==> src/design/oclbp_pkg.sv <==
// ---------------------------------------------------------------------------
// Opponent-color LBP package
// Shared types, register codes and the pattern-code function.
// ---------------------------------------------------------------------------
package oclbp_pkg;

    localparam int PIX_W       = 24;
    localparam int CHAN_W      = 8;
    localparam int CODE_W      = 8;
    localparam int WIN_SIZE    = 9;
    localparam int NBR_COUNT   = 8;

    // Configuration register widths, indexes and reset values.
    localparam int CFG_IDX_W      = 2;
    localparam int CFG_DATA_W     = 13;
    localparam int WIDTH_CFG_W    = 12;
    localparam int HEIGHT_CFG_W   = 13;

    localparam logic [CFG_IDX_W-1:0] CFG_PADDED_WIDTH    = 2'd0;
    localparam logic [CFG_IDX_W-1:0] CFG_PADDED_HEIGHT   = 2'd1;
    localparam logic [CFG_IDX_W-1:0] CFG_EFFICIENT_ORDER = 2'd2;

    localparam logic [WIDTH_CFG_W-1:0]  WIDTH_RESET  = 12'd642;
    localparam logic [HEIGHT_CFG_W-1:0] HEIGHT_RESET = 13'd482;
    localparam logic                    ORDER_RESET  = 1'b1;

    // Smallest frame edge the scan accepts.
    localparam int MIN_DIM = 3;

    // Channel selects inside a packed pixel.
    localparam logic [1:0] CH_RED   = 2'd0;
    localparam logic [1:0] CH_GREEN = 2'd1;
    localparam logic [1:0] CH_BLUE  = 2'd2;

    typedef logic [PIX_W-1:0]  t_pix;
    typedef logic [CODE_W-1:0] t_code;
    typedef logic [3:0]        t_pos;
    typedef t_pix              t_window [WIN_SIZE];

    typedef struct packed {
        logic emit;
        logic last;
    } t_tag;

    // Window positions 0..8 in raster order, center at 4.
    localparam t_pos RASTER_POS    [NBR_COUNT] = '{4'd0, 4'd1, 4'd2, 4'd3,
                                                   4'd5, 4'd6, 4'd7, 4'd8};
    localparam t_pos CLOCKWISE_POS [NBR_COUNT] = '{4'd0, 4'd1, 4'd2, 4'd5,
                                                   4'd8, 4'd7, 4'd6, 4'd3};

    function automatic logic [CHAN_W-1:0] chan(t_pix pix, logic [1:0] c);
        return pix[CHAN_W*c +: CHAN_W];
    endfunction

    // One bit per neighbor: set when the center is strictly greater.
    function automatic t_code lbp_code(t_window win, logic [1:0] cc, logic [1:0] nc,
                                       logic clockwise);
        t_code             code;
        logic [CHAN_W-1:0] centre;
        t_pos              p;
        code   = '0;
        centre = chan(win[4], cc);
        for (int k = 0; k < NBR_COUNT; k++) begin
            p       = clockwise ? CLOCKWISE_POS[k] : RASTER_POS[k];
            code[k] = centre > chan(win[p], nc);
        end
        return code;
    endfunction

endpackage

==> src/design/oclbp_geom.sv <==
// ---------------------------------------------------------------------------
// Raster position tracker
// Column and row counters of the padded frame, with the interior and
// end-of-frame flags for the pixel being accepted.
// ---------------------------------------------------------------------------
module oclbp_geom #(
    parameter int MAX_WIDTH  = 2048,
    parameter int MAX_HEIGHT = 4096
) (
    input  logic                                i_clk,
    input  logic                                i_rst_n,
    input  logic                                i_step,
    input  logic                                i_first,
    input  logic [oclbp_pkg::WIDTH_CFG_W-1:0]   i_width_cfg,
    input  logic [oclbp_pkg::HEIGHT_CFG_W-1:0]  i_height_cfg,
    output logic [$clog2(MAX_WIDTH)-1:0]        o_col,
    output oclbp_pkg::t_tag                     o_tag
);

    import oclbp_pkg::*;

    localparam int COL_W = $clog2(MAX_WIDTH);
    localparam int ROW_W = $clog2(MAX_HEIGHT);
    localparam int WX    = (WIDTH_CFG_W > COL_W + 1) ? WIDTH_CFG_W : COL_W + 1;
    localparam int HX    = (HEIGHT_CFG_W > ROW_W + 1) ? HEIGHT_CFG_W : ROW_W + 1;

    logic [COL_W-1:0] r_col, n_col, col_eff;
    logic [ROW_W-1:0] r_row, n_row, row_eff;
    logic [WX-1:0]    width_x, w_eff, col_x;
    logic [HX-1:0]    height_x, h_eff, row_x;
    logic             row_end;

    always_comb begin
        width_x  = WX'(i_width_cfg);
        height_x = HX'(i_height_cfg);
        if (width_x < WX'(MIN_DIM)) begin
            w_eff = WX'(MIN_DIM);
        end else if (width_x > WX'(MAX_WIDTH)) begin
            w_eff = WX'(MAX_WIDTH);
        end else begin
            w_eff = width_x;
        end
        if (height_x < HX'(MIN_DIM)) begin
            h_eff = HX'(MIN_DIM);
        end else if (height_x > HX'(MAX_HEIGHT)) begin
            h_eff = HX'(MAX_HEIGHT);
        end else begin
            h_eff = height_x;
        end

        col_eff = i_first ? '0 : r_col;
        row_eff = i_first ? '0 : r_row;
        col_x   = WX'(col_eff);
        row_x   = HX'(row_eff);

        o_col      = col_eff;
        o_tag.emit = (col_x >= WX'(2)) && (row_x >= HX'(2));
        o_tag.last = (col_x == w_eff - WX'(1)) && (row_x == h_eff - HX'(1));

        // A column at or past the last one closes the row, even after a
        // geometry change in mid-frame.
        row_end = (col_x + WX'(1)) >= w_eff;
        if (row_end) begin
            n_col = '0;
            n_row = ((row_x + HX'(1)) >= h_eff) ? '0 : row_eff + ROW_W'(1);
        end else begin
            n_col = col_eff + COL_W'(1);
            n_row = row_eff;
        end
    end

    always_ff @(posedge i_clk) begin
        if (!i_rst_n) begin
            r_col <= '0;
            r_row <= '0;
        end else if (i_step) begin
            r_col <= n_col;
            r_row <= n_row;
        end
    end

endmodule

==> config.mk <==
export PLATFORM = sky130hd
export DESIGN_NAME = oclbp_geom
export DESIGN_NICKNAME = d
export VERILOG_FILES = /design/src/design/oclbp_pkg.sv /design/src/design/oclbp_geom.sv
export SDC_FILE = /design/constraint.sdc
export NUM_CORES = 1
export LEC_CHECK = 0
export ABC_AREA = 0
export BUFFER_PORTS_ARGS = -buffer_cell sky130_fd_sc_hd__buf_2
export CORE_ASPECT_RATIO = 0.6
export CORE_MARGIN = 3
export CORE_UTILIZATION = 35
export CTS_CLUSTER_DIAMETER = 50
export DETAILED_ROUTE_END_ITERATION = 8
export PLACE_DENSITY = 0.53
export SLEW_MARGIN = 20
export SYNTH_ARGS = -nofsm -noshare
export SYNTH_HDL_FRONTEND = slang
export SYNTH_SLANG_ARGS = --single-unit
==> constraint.sdc <==
create_clock -name i_clk -period 3.83 [get_ports i_clk]
set_input_delay 0.5745 -clock i_clk [delete_from_list [all_inputs] [get_ports i_clk]]
set_output_delay 0.5745 -clock i_clk [all_outputs]
set_load 0.03 [all_outputs]
### After elaboration in Yosys (flattened, before gate mapping)

Cells that the tools add are included.

* register bits after elaboration: 23
* input port bits: 29
* output and inout bits: 13
* logic and storage cells: 29

* add/subtract/negate cells: 6
* magnitude comparators: 8
* equality and inequality tests: 2
* muxes and demuxes: 9
* reductions and logical operators: 2

Operators by type and width (count)
* $mux W12: 5
* $mux W13: 2
* $mux W11: 2
* $add A12 B1 Y13 const B: 1
* $eq A12 B13 Y1: 1
* $ge A13 B13 Y1: 1
* $gt A13 B13 Y1 const B: 1
* $lt A13 B2 Y1 const B: 1
* $sub A13 B1 Y13 const B: 1
* $add A11 B1 Y12 const B: 1
* $add A12 B1 Y12 const B: 1
* $eq A11 B12 Y1: 1
* $ge A12 B12 Y1: 1
* $ge A12 B2 Y1 const B: 1
* $gt A12 B12 Y1 const B: 1
* $lt A12 B2 Y1 const B: 1
* $sub A12 B1 Y12 const B: 1
* $add A11 B1 Y11 const B: 1
* $ge A11 B2 Y1 const B: 1
* $logic_and A1 B1 Y1: 2

### Longest topological paths before layout

* depth after elaboration: 6
* gate-level depth with buffers: 18

### Worst setup path after synthesis

OpenSTA, ideal clock, no wires.

* path kind: input to register
* start point: input port i_first
* end point: register r_row[8]
* library setup time: 0.122 ns
* arrival: 4.060 ns
* setup slack: -0.352 ns
* stages on the path: 16
* path buffers: 3
* path through: buf_2 > buf_1 > nor2b_1 > nor2b_1 > nand4_1 > xor2_1 > nor2_1 > ha_1 > nand3_1 > nor2_1 > a2111oi_0 > o21ai_0 > a21o_1 > and3_1 > clkbuf_1 > a221o_1

RTL lines
* start: declaration: RTL line oclbp_geom.sv:13 `input logic i_first,`
* $mux W11: RTL line oclbp_geom.sv:51 `col_eff = i_first ? '0 : r_col;`
* net o_col[3]: RTL line oclbp_geom.sv:16 `output logic [$clog2(MAX_WIDTH)-1:0] o_col,`
* $add A11 B1 Y12: RTL line oclbp_geom.sv:62 `row_end = (col_x + WX'(1)) >= w_eff;`
* $ge A12 B12 Y1: RTL line oclbp_geom.sv:62
* $mux W12: RTL line oclbp_geom.sv:63 `if (row_end) begin`
* end signal: assignment: RTL line oclbp_geom.sv:78 `r_row <= n_row;`
* end: declaration: RTL line oclbp_geom.sv:28 `logic [ROW_W-1:0] r_row, n_row, row_eff;`

The timed path passes the listed nets, and every way through them passes these cells.
A chain may end at the register's enable or synchronous reset.

==> out/results.ini <==
[outcome]
status=finished, violations left
failed_checks=setup timing

[sta]
slew_viol_final=0
hold_ws_ps=489
clock.fmax_ghz=0.258
setup_ws_ps=-50.4
setup_viol=1
tightest_slew_ps=616
relSlewSlack=0.584
skew_ps=3.82
hold_viol_final=0
min_period_over_period=1.01
fin_setup_tns_ps=-50.4
rsz0062_at_grt=true
finalCriticalPeriod_ps=3880

[hold_path]
hold_path.class=flip-flop to flip-flop

[power]
max-vdd-ir-drop_v=0.000146
swShare=0.322
power_density_mw_per_mm2=168
p_sw_mw=0.241
p_seq_frac=0.326
p_clk_frac=0.312
finalPower_mw=0.749
pwr-share-comb=0.363
p_leak_nw=2.06
intPower_mw=0.508

[drt]
viasPerCell=5.67
antenna_left=0
drc_errors=0
drt_pass1_iterations=5
drtIter0Drc=532
wl_per_cell_um=17.3
routed_wl_um=11800
vias=3853

[setup_path]
path_delay_family=simple AND/OR/NAND/NOR gates
cp_max_fo=3
critPathKind=primary input to primary output
worstPathArrival_ps=3310
cp-end-kind=primary output
crit_buf_inv=2
crit_chain=buf_6 -> nor4_4 -> and3_4 -> o21ai_4 -> ha_4 -> xnor2_2 -> a2111oi_4 -> o2111ai_2 -> or4_4 -> a2111oi_4 -> and4_4 -> buf_6
cp-start-kind=primary input
slowest_delay_ps=510
slowest_stage=or4_4
cp_data_required_time_ps=3260

[die]
coreArea_sq_mm=0.00869
rows=26
start_util=0.367
dieArea_sq_mm=0.0103
dieWidth_um=129
die_y_um=79.9
io_pins=42

[global_routing]
antenna_found_initial=0
track_usage=0.226
grt_pass1_wl_um=18700
overflow=0
grt_pass1_vias=3487
grt_max_degree=17

[synthesis]
synth_edf_count=0
synth_ff_type=dfxtp_1
synth-seq-cells=23
avgSynthCellArea_sq_um=7.07
synth_cells=451
synth_cell_type_count=70
yosysSeqAreaShare=0.144
synth_warnings=0
synth_area_sq_mm=0.00319
async_reset_ff_frac=0
syn_nets=511

[final_layout]
drive_above_1_share=0.316
diodes=0
final_cell_mix=94 x buf_4, 51 x nand2_1, 38 x buf_2
final_cell_area_sq_mm=0.00447
synthToLayoutAreaGrowth_pct=40.1
layoutNonFillerInstCount=679
final_nets=628
layout_commonest_cell=buf_4
final_core_util=0.514

[cts]
htreeDepth=1
cts.sinks=23
clkTransAtPathRegs_ps=60
clockBufferDepth=2
clk_latency_ps=260
cts_tree=built
cts_root_buf=clkbuf_16
cts_made_buffers=3

[placement]
hpwl_um=9440
io_buffers=41
gp_congestion=0.886
placed_cell_area_sq_mm=0.00419
dp_slack_ps=-363
dp.cells=670

[run]
drv_cap=0

[power by group through the flow]
stage          logic [mW]  clock network, mW  registers (mW)
2_1_floorplan       0.129                  0           0.249
3_3_place_gp        0.241                  0           0.249
3_5_place_dp        0.244                  0           0.249
4_1_cts             0.260              0.236           0.244
5_1_grt             0.295              0.246           0.244
6_report            0.272              0.233           0.244
[registers in the layout, summed over array words and instances (netlist names)]
signal / cells
r_col: 11
r_row: 12
[logic make-up (layout without fill, tap and decap cells)]
| logic type | after synthesis | count (layout) | share of synthesized area |
|---|---|---|---|
| compound gates | 114 | 114 | 0.247 |
| xor+xnor | 31 | 31 | 0.0851 |
| fa+ha+maj | 31 | 31 | 0.122 |
| buf+inv | 46 | 162 | 0.0573 |
| flops | 23 | 23 | 0.144 |
| mux | 3 | 3 | 0.0145 |
| simple gates | 203 | 203 | 0.330 |
[Yosys cell counts, types with 4 or more instances]
| master | instances | area share |
|---|---|---|
| nor2_1 | 39 | 0.046 |
| and3_1 | 5 | 0.0098 |
| a31oi_1 | 4 | 0.0078 |
| nand4_1 | 7 | 0.014 |
| nand3_1 | 26 | 0.041 |
| nor3_1 | 15 | 0.024 |
| ha_1 | 31 | 0.12 |
| nor2b_1 | 15 | 0.029 |
| xor2_1 | 17 | 0.047 |
| nor4_1 | 7 | 0.014 |
| a2111oi_0 | 4 | 0.011 |
| a21o_1 | 12 | 0.028 |
| a22o_1 | 8 | 0.022 |
| inv_1 | 20 | 0.024 |
| o21ai_0 | 23 | 0.036 |
| nand2b_1 | 8 | 0.016 |
| nand2_1 | 51 | 0.060 |
| dfxtp_1 | 23 | 0.14 |
| a21oi_1 | 28 | 0.044 |
| clkbuf_1 | 19 | 0.022 |
| xnor2_1 | 14 | 0.038 |
| or3_1 | 5 | 0.0098 |
[layout make-up]
class / count / area [sq um]
Fill cell: 843 / 4220
Sequential cell: 23 / 460
Timing Repair Buffer: 136 / 950
Inverter: 22 / 82.6
Multi-Input combinational cell: 382 / 2760
Tap cell: 112 / 140
Clock buffer: 4 / 78.8
[what timing repair did]
| action | in CTS | in global routing |
|---|---|---|
| resized for setup | 25 | 15 |
| buffers inserted | 3 | 2 |
| hold buffers | 0 | 0 |
| pin swaps | 13 | 7 |
| setup endpoints to repair | 1 | 11 |
[worst paths after layout]
check,startpoint,to,slack [ps],depth (start not counted)
setup / recovery,i_height_cfg[5],o_tag[0],-50,12
hold / removal,r_col[1]$_SDFFE_PN0P_,r_col[1]$_SDFFE_PN0P_,490,2
setup reg to reg,r_col[3]$_SDFFE_PN0P_,r_row[8]$_SDFFE_PN0P_,450,14
hold reg to reg,r_col[1]$_SDFFE_PN0P_,r_col[1]$_SDFFE_PN0P_,490,2
[worst min-delay path, cell delays in order (launching register included)]
cell and delay (ps):
dfxtp_1 320, nand2_1 60, a21oi_1 50
[per-layer routing]
layer | GRT usage | vias up | routed length, um
met5 | 0 | - | 0
met4 | 0.0377 | 0 | 78
met3 | 0.0180 | 8 | 908
met2 | 0.295 | 176 | 4380
met1 | 0.386 | 1770 | 6390
li1 | - | 1899 | -
(Power assumes the default switching activity.)
