<file path="config.mk">
export PLATFORM = sky130hd
export DESIGN_NAME = oclbp_window
export DESIGN_NICKNAME = d
export VERILOG_FILES = /design/src/design/oclbp_pkg.sv /design/src/design/oclbp_window.sv
export SDC_FILE = /design/constraint.sdc
export NUM_CORES = 1
export LEC_CHECK = 0
export ABC_AREA = 1
export BUFFER_PORTS_ARGS = -buffer_cell sky130_fd_sc_hd__buf_2
export CORE_MARGIN = 1.5
export CORE_UTILIZATION = 65
export CTS_CLUSTER_SIZE = 8
export DETAILED_ROUTE_END_ITERATION = 16
export PLACE_DENSITY = 0.89
export SLEW_MARGIN = 20
export SYNTH_ARGS = -nofsm -noshare
export SYNTH_HDL_FRONTEND = slang
export SYNTH_SLANG_ARGS = --single-unit
</file>
<file path="constraint.sdc">
create_clock -name i_clk -period 2.9 [get_ports i_clk]
set_input_delay 0.29 -clock i_clk [delete_from_list [all_inputs] [get_ports i_clk]]
set_output_delay 0.29 -clock i_clk [all_outputs]
set_load 0.02 [all_outputs]
</file>
<file path="src/design/oclbp_pkg.sv">
// ---------------------------------------------------------------------------
// Opponent-color LBP package
// Shared types, register codes and the pattern-code function.
// ---------------------------------------------------------------------------
package oclbp_pkg;

    localparam int PIX_W       = 24;
    localparam int CHAN_W      = 8;
    localparam int CODE_W      = 8;
    localparam int WIN_SIZE    = 9;
    localparam int NBR_COUNT   = 8;

    // Configuration register widths, indexes and reset values.
    localparam int CFG_IDX_W      = 2;
    localparam int CFG_DATA_W     = 13;
    localparam int WIDTH_CFG_W    = 12;
    localparam int HEIGHT_CFG_W   = 13;

    localparam logic [CFG_IDX_W-1:0] CFG_PADDED_WIDTH    = 2'd0;
    localparam logic [CFG_IDX_W-1:0] CFG_PADDED_HEIGHT   = 2'd1;
    localparam logic [CFG_IDX_W-1:0] CFG_EFFICIENT_ORDER = 2'd2;

    localparam logic [WIDTH_CFG_W-1:0]  WIDTH_RESET  = 12'd642;
    localparam logic [HEIGHT_CFG_W-1:0] HEIGHT_RESET = 13'd482;
    localparam logic                    ORDER_RESET  = 1'b1;

    // Smallest frame edge the scan accepts.
    localparam int MIN_DIM = 3;

    // Channel selects inside a packed pixel.
    localparam logic [1:0] CH_RED   = 2'd0;
    localparam logic [1:0] CH_GREEN = 2'd1;
    localparam logic [1:0] CH_BLUE  = 2'd2;

    typedef logic [PIX_W-1:0]  t_pix;
    typedef logic [CODE_W-1:0] t_code;
    typedef logic [3:0]        t_pos;
    typedef t_pix              t_window [WIN_SIZE];

    typedef struct packed {
        logic emit;
        logic last;
    } t_tag;

    // Window positions 0..8 in raster order, center at 4.
    localparam t_pos RASTER_POS    [NBR_COUNT] = '{4'd0, 4'd1, 4'd2, 4'd3,
                                                   4'd5, 4'd6, 4'd7, 4'd8};
    localparam t_pos CLOCKWISE_POS [NBR_COUNT] = '{4'd0, 4'd1, 4'd2, 4'd5,
                                                   4'd8, 4'd7, 4'd6, 4'd3};

    function automatic logic [CHAN_W-1:0] chan(t_pix pix, logic [1:0] c);
        return pix[CHAN_W*c +: CHAN_W];
    endfunction

    // One bit per neighbor: set when the center is strictly greater.
    function automatic t_code lbp_code(t_window win, logic [1:0] cc, logic [1:0] nc,
                                       logic clockwise);
        t_code             code;
        logic [CHAN_W-1:0] centre;
        t_pos              p;
        code   = '0;
        centre = chan(win[4], cc);
        for (int k = 0; k < NBR_COUNT; k++) begin
            p       = clockwise ? CLOCKWISE_POS[k] : RASTER_POS[k];
            code[k] = centre > chan(win[p], nc);
        end
        return code;
    endfunction

endpackage

</file>
<file path="src/design/oclbp_window.sv">
// ---------------------------------------------------------------------------
// Window and pattern codes
// Shifts the 3x3 pixel window and registers the six pattern codes of an
// interior center in the output stage.
// ---------------------------------------------------------------------------
module oclbp_window (
    input  logic                 i_clk,
    input  logic                 i_rst_n,
    input  logic                 i_shift,
    input  oclbp_pkg::t_pix      i_above2,
    input  oclbp_pkg::t_pix      i_above1,
    input  oclbp_pkg::t_pix      i_pix,
    input  oclbp_pkg::t_tag      i_tag,
    input  logic                 i_clockwise,
    output logic                 o_room,
    output logic                 o_valid,
    input  logic                 i_ready,
    output oclbp_pkg::t_code     o_code_rr,
    output oclbp_pkg::t_code     o_code_gg,
    output oclbp_pkg::t_code     o_code_bb,
    output oclbp_pkg::t_code     o_code_rg,
    output oclbp_pkg::t_code     o_code_rb,
    output oclbp_pkg::t_code     o_code_gb,
    output logic                 o_last_of_frame
);

    import oclbp_pkg::*;

    t_window r_win, n_win;
    logic    r_valid;
    t_code   r_rr, r_gg, r_bb, r_rg, r_rb, r_gb;
    logic    r_last;

    always_comb begin
        for (int r = 0; r < 3; r++) begin
            n_win[3*r]     = r_win[3*r + 1];
            n_win[3*r + 1] = r_win[3*r + 2];
        end
        n_win[2] = i_above2;
        n_win[5] = i_above1;
        n_win[8] = i_pix;
    end

    assign o_room = !r_valid || i_ready;

    always_ff @(posedge i_clk) begin
        if (!i_rst_n) begin
            r_valid <= 1'b0;
        end else if (i_shift && i_tag.emit) begin
            r_valid <= 1'b1;
        end else if (i_ready) begin
            r_valid <= 1'b0;
        end
    end

    always_ff @(posedge i_clk) begin
        if (i_shift) begin
            r_win <= n_win;
        end
        if (i_shift && i_tag.emit) begin
            r_rr   <= lbp_code(n_win, CH_RED,   CH_RED,   i_clockwise);
            r_gg   <= lbp_code(n_win, CH_GREEN, CH_GREEN, i_clockwise);
            r_bb   <= lbp_code(n_win, CH_BLUE,  CH_BLUE,  i_clockwise);
            r_rg   <= lbp_code(n_win, CH_RED,   CH_GREEN, 1'b0);
            r_rb   <= lbp_code(n_win, CH_RED,   CH_BLUE,  1'b0);
            r_gb   <= lbp_code(n_win, CH_GREEN, CH_BLUE,  1'b0);
            r_last <= i_tag.last;
        end
    end

    assign o_valid         = r_valid;
    assign o_code_rr       = r_rr;
    assign o_code_gg       = r_gg;
    assign o_code_bb       = r_bb;
    assign o_code_rg       = r_rg;
    assign o_code_rb       = r_rb;
    assign o_code_gb       = r_gb;
    assign o_last_of_frame = r_last;

endmodule

</file>
======== Word-level counts from Yosys, hierarchy flattened ========
Cells that the tools add are included.
word-level totals
  register bits after elaboration ......... 194
  word-level logic and storage cells ...... 98
  output and inout port bits .............. 51
  bits of input ports ..................... 79
operators by class
  mux-type cells .......................... 22
  bitwise operators ....................... 5
  order comparisons ....................... 53
  reduce and logical (&&, ||, !) cells .... 4
operators by type and width
  operator                                                  count
  binary-select mux 24 bit (select 4 bit)                   5
  greater-than comparator 8 bit                             48
  2-to-1 mux 24 bit                                         10
  greater-or-equal comparator 5 bit, second input constant  5
  NOT 4 -> 5 bit                                            3
  NOT 3 -> 5 bit                                            2
  2-to-1 mux 4 bit                                          2
  2-to-1 mux 1 bit                                          4
  2-to-1 mux 3 bit                                          1
  nonzero test 2 bit                                        1
  logical AND 1 bit                                         1
  zero test 1 bit                                           1
  logical OR 1 bit                                          1

======== Depth between registers and ports, before layout ========
  depth in word-level cells ............... 6
  gate-level depth with buffers ........... 13
  gate-level depth less buffers ........... 10

======== Worst setup path after synthesis ========
No wires, ideal clock.
  path kind ............................... input to register
  start ................................... in i_clockwise
  end ..................................... reg r_gg[5], in the netlist o_code_gg[5], data pin
  buffers on the path ..................... 3
  cell stages on the path ................. 11
  setup time .............................. 256 ps
  data arrival time ....................... 1470 ps
  setup slack ............................. 1174 ps
  required time ........................... 2644 ps
  cells stage by stage .................... buf_6 -> buf_6 -> buf_4 -> nand2_1 -> o21ai_0 -> ha_1 -> nand2_1 -> nor2_1 -> nand3_1 -> nor2_1 -> a21oi_1
between the ends
  cells in the longest elaborated chain, start to end .. 6
ends and longest elaborated chain
  what                                                  line                RTL
  start: declaration                                    oclbp_window.sv:14  input logic i_clockwise,
  2-to-1 mux 1 bit                                      oclbp_pkg.sv:64     p = clockwise ? CLOCKWISE_POS[k] : RASTER_POS[k];
  NOT 3 -> 5 bit (implied by the code)                  oclbp_pkg.sv:65     code[k] = centre > chan(win[p], nc);
  binary-select mux 24 bit (select 4 bit)               oclbp_pkg.sv:65
  2-to-1 mux 24 bit (implied by the code) (2 in a row)  oclbp_pkg.sv:65
  greater-than comparator 8 bit                         oclbp_pkg.sv:65
  end signal: assignment                                oclbp_window.sv:62  r_gg <= lbp_code(n_win, CH_GREEN, CH_GREEN, i_clockwise);
  end: declaration                                      oclbp_window.sv:31  t_code r_rr, r_gg, r_bb, r_rg, r_rb, r_gb;
Every way passes these cells. The select of a mux whose other input is x is not followed.
A chain may end at the register's enable or synchronous reset.

======== Final worst setup path ========
  start ................................... reg r_win, in the netlist n_win[109]
  end ..................................... reg r_gg[5], in the netlist o_code_gg[5], data pin
between the ends
  cells in the longest elaborated chain, start to end .. 4
ends and longest elaborated chain
  what                                                  line                RTL
  start: declaration                                    oclbp_window.sv:29  t_window r_win, n_win;
  start signal: assignment                              oclbp_window.sv:58  r_win <= n_win;
  binary-select mux 24 bit (select 4 bit)               oclbp_pkg.sv:65
  2-to-1 mux 24 bit (implied by the code) (2 in a row)  oclbp_pkg.sv:65
  greater-than comparator 8 bit (*)                     oclbp_pkg.sv:65
Mark *: on every way between the ends. The rest lies on a longest branch, timed or not. The select of a mux whose other input is x is not followed.

==> results.json <==
{
  "status": "complete, no violations",
  "first_global_vias": 14730,
  "fin_setup_tns_ps": 0,
  "detail_route.wl_per_cell_um": 18.71,
  "postCtsSetupRepairBufs": 0,
  "most-common-layout-cells": "sky130_fd_sc_hd__nand2_1 (485), sky130_fd_sc_hd__ha_1 (384), sky130_fd_sc_hd__inv_1 (310), sky130_fd_sc_hd__nor2_1 (203), sky130_fd_sc_hd__edfxtp_1 (193)",
  "global_route.overflow_total": 0,
  "ir_drop_uv": 388.8,
  "transition_time_of_the_tightest_slew_check_pin_ps": 1230,
  "ys_seq_area_share_pct": 34.95,
  "antenna_cells": 0,
  "io-pin-count": 130,
  "initial_core_utilization_pct": 66.07,
  "fp-row-count": 58,
  "place_worst_setup_slack_ps": 577.2,
  "timing.reg2reg.worst_path_depth": 5,
  "finalCritPeriodShare_pct": 79.32,
  "mappedNetlistNets": 2427,
  "track_usage_pct": 35.33,
  "clock_latency_ps": 450,
  "critical_path.max_fanout": 17,
  "cts_buf_count": 17,
  "final_common_cell": "sky130_fd_sc_hd__nand2_1",
  "critPathArrivalTime_ps": 2500,
  "final.min_clock_period_ps": 2300,
  "reg_to_reg_endpoint": "o_code_gg[5]",
  "cts_hold_buf": 0,
  "whs_path_depth": 1,
  "worst_setup_hold_path_clk_slew_ps": 90,
  "rr_startpoint": "n_win[109]",
  "cts_tree": "done",
  "min_path_type": "in -> reg",
  "die_w_um": 163.0,
  "fin_ws_ps": 599.8,
  "initialDrtViolationCount": 1417,
  "detailed_place.area_sq_um": 17710,
  "grt_start_max_net_pins": 145,
  "post_synth.cell_area_avg_sq_um": 8.472,
  "dp_hpwl_mm": 31.26,
  "vias_per_cell": 5.968,
  "setup.worst_path.end": "o_code_gg[5]",
  "cts-resized-gates": 0,
  "placement.io_buffers": 129,
  "final_area_sq_um": 18370,
  "layout.nets": 2574,
  "timing.final.hold_violations": 0,
  "fmaxAchievable_mhz": 434.8,
  "drive_above_1_share_pct": 9.510,
  "synth.ff_latch_count": 194,
  "place.gp.congestion": 0.8972,
  "p_leak_nw": 9.676,
  "ff2ff_setup_slack_ps": 600,
  "crit_path_start_kind": "flop",
  "number_of_vias_after_detailed_routing": 14650,
  "slew_viol_final": 0,
  "yosys_warnings": 0,
  "layout-area-overhead-vs-synth_pct": 10.42,
  "crit_start": "n_win[109]",
  "synth.cell_area_sq_um": 16640,
  "relSlewSlack_pct": 18.02,
  "worstSetupEndpointType": "flop",
  "required_ps": 3100,
  "detail_route.drc_violations": 0,
  "htreeDepth": 4,
  "setup-violations-final": 0,
  "gate_count_post_synth": 1964,
  "rsz0062_at_grt": "false",
  "antenna_found_initial": 0,
  "finalPower_mw": 8.678,
  "synth_cell_types": 20,
  "timing.setup.critical_path_class": "reg -> reg",
  "clock-root-buffer": "sky130_fd_sc_hd__clkbuf_16",
  "die_height_um": 163.0,
  "total_number_of_clock_tree_sinks": 194,
  "ant_nets": 0,
  "power.density_nw_per_um2": 472.3,
  "worst_clock_skew_ps": 15.71,
  "fp.dieArea_sq_um": 26570,
  "route.final.wire_length_mm": 45.93,
  "core_region_sq_um": 25180,
  "number_of_optimization_iterations_in_the_first_detailed_route_pass": 7,
  "clock_tree.buffer_depth": 2,
  "grt_pass1_wl_mm": 72.17,
  "max_cap_viol_count": 0
}
-- per-layer routing --
metal | vias up | global-route usage [%] | part of all wire (%)
met1 | 6725 | 41.31 | 37
li1 | 6843 | - | -
met2 | 826 | 59.63 | 47
met4 | 0 | 22.85 | 6.7
met5 | - | 0 | 0
met3 | 251 | 6.443 | 9.5
-- flip-flops by register name, indices dropped and copies added (netlist names) --
name and cells:
n_win 144, o_code_bb 8, o_code_gb 8, o_code_gg 8
o_code_rb 8, o_code_rg 8, o_code_rr 8, o_last_of_frame 1
o_valid 1
-- cell type report --
class	count	area, sq um
clock buffer	17	425.4
clock inverter	15	209.0
fill	1728	6809
inverter	311	1167
multi-input combinational	1433	9427
sequential	194	5816
tap	330	412.9
timing repair buffer	154	915.9
-- power by group --
group	switching (mW)	internal, mW	total [mW]
clock	1.27	1.33	2.61
sequential	0.172	3.35	3.53
combinational	1.60	0.953	2.55
total	3.04	5.64	8.68
-- cell families (layout without fill, tap and decap cells) --
kind of cell	after synthesis	count (layout)	synth area share, %
buffers and inverters	337	497	8.392
adders and majority gates	384	384	28.88
AOI/OAI and AO/OA	303	303	10.12
muxes	10	10	0.6918
DFF	194	194	34.95
and+or+nand+nor	736	736	16.96
-- cells in the mapped netlist --
master / n / area, sq um
sky130_fd_sc_hd__o21ai_0: 34 / 170.2
sky130_fd_sc_hd__buf_2: 3 / 15.01
sky130_fd_sc_hd__dfxtp_1: 1 / 20.02
sky130_fd_sc_hd__a21o_1: 48 / 360.4
sky130_fd_sc_hd__buf_4: 8 / 60.06
sky130_fd_sc_hd__a21boi_0: 1 / 7.510
sky130_fd_sc_hd__a21oi_2: 10 / 87.58
sky130_fd_sc_hd__inv_1: 311 / 1167
sky130_fd_sc_hd__o21ai_2: 2 / 17.52
sky130_fd_sc_hd__o21ai_1: 54 / 270.3
sky130_fd_sc_hd__clkbuf_1: 2 / 7.510
sky130_fd_sc_hd__nand3_1: 48 / 240.2
sky130_fd_sc_hd__mux2i_1: 7 / 70.07
sky130_fd_sc_hd__a21oi_1: 154 / 770.7
sky130_fd_sc_hd__mux2_4: 3 / 45.04
sky130_fd_sc_hd__nand2_1: 485 / 1821
sky130_fd_sc_hd__buf_6: 13 / 146.4
sky130_fd_sc_hd__ha_1: 384 / 4805
sky130_fd_sc_hd__edfxtp_1: 193 / 5796
sky130_fd_sc_hd__nor2_1: 203 / 762.0
-- critical path: stages (launching register included) --
cell and delay [ps]:
sky130_fd_sc_hd__edfxtp_1 1180, sky130_fd_sc_hd__ha_1 410, sky130_fd_sc_hd__a21oi_1 180, sky130_fd_sc_hd__nor2_1 60
sky130_fd_sc_hd__nor2_1 140, sky130_fd_sc_hd__a21oi_1 90
-- stage by stage --
step | utilization (%) | instances | hold WS (ps)
after floorplan | - | 1964 | 388.9
after global placement | 70.33 | 2421 | 432.7
after detailed placement | 70.33 | 2421 | 436.7
after CTS | 72.85 | 2453 | 11.08
final | 72.96 | 2454 | 17.33
after global routing | 72.96 | 2454 | 12.53
-- worst min path at each step --
stage	start	to	slack, ps
final	i_above2[20]	n_win[188]	20
after global routing	i_tag[0]	o_last_of_frame	10
after CTS	i_tag[0]	o_last_of_frame	10
after detailed placement	n_win[26]	n_win[50]	440
after global placement	n_win[112]	n_win[136]	430
after floorplan	i_above1[4]	n_win[100]	390
Power figures use the tool's default switching activity.
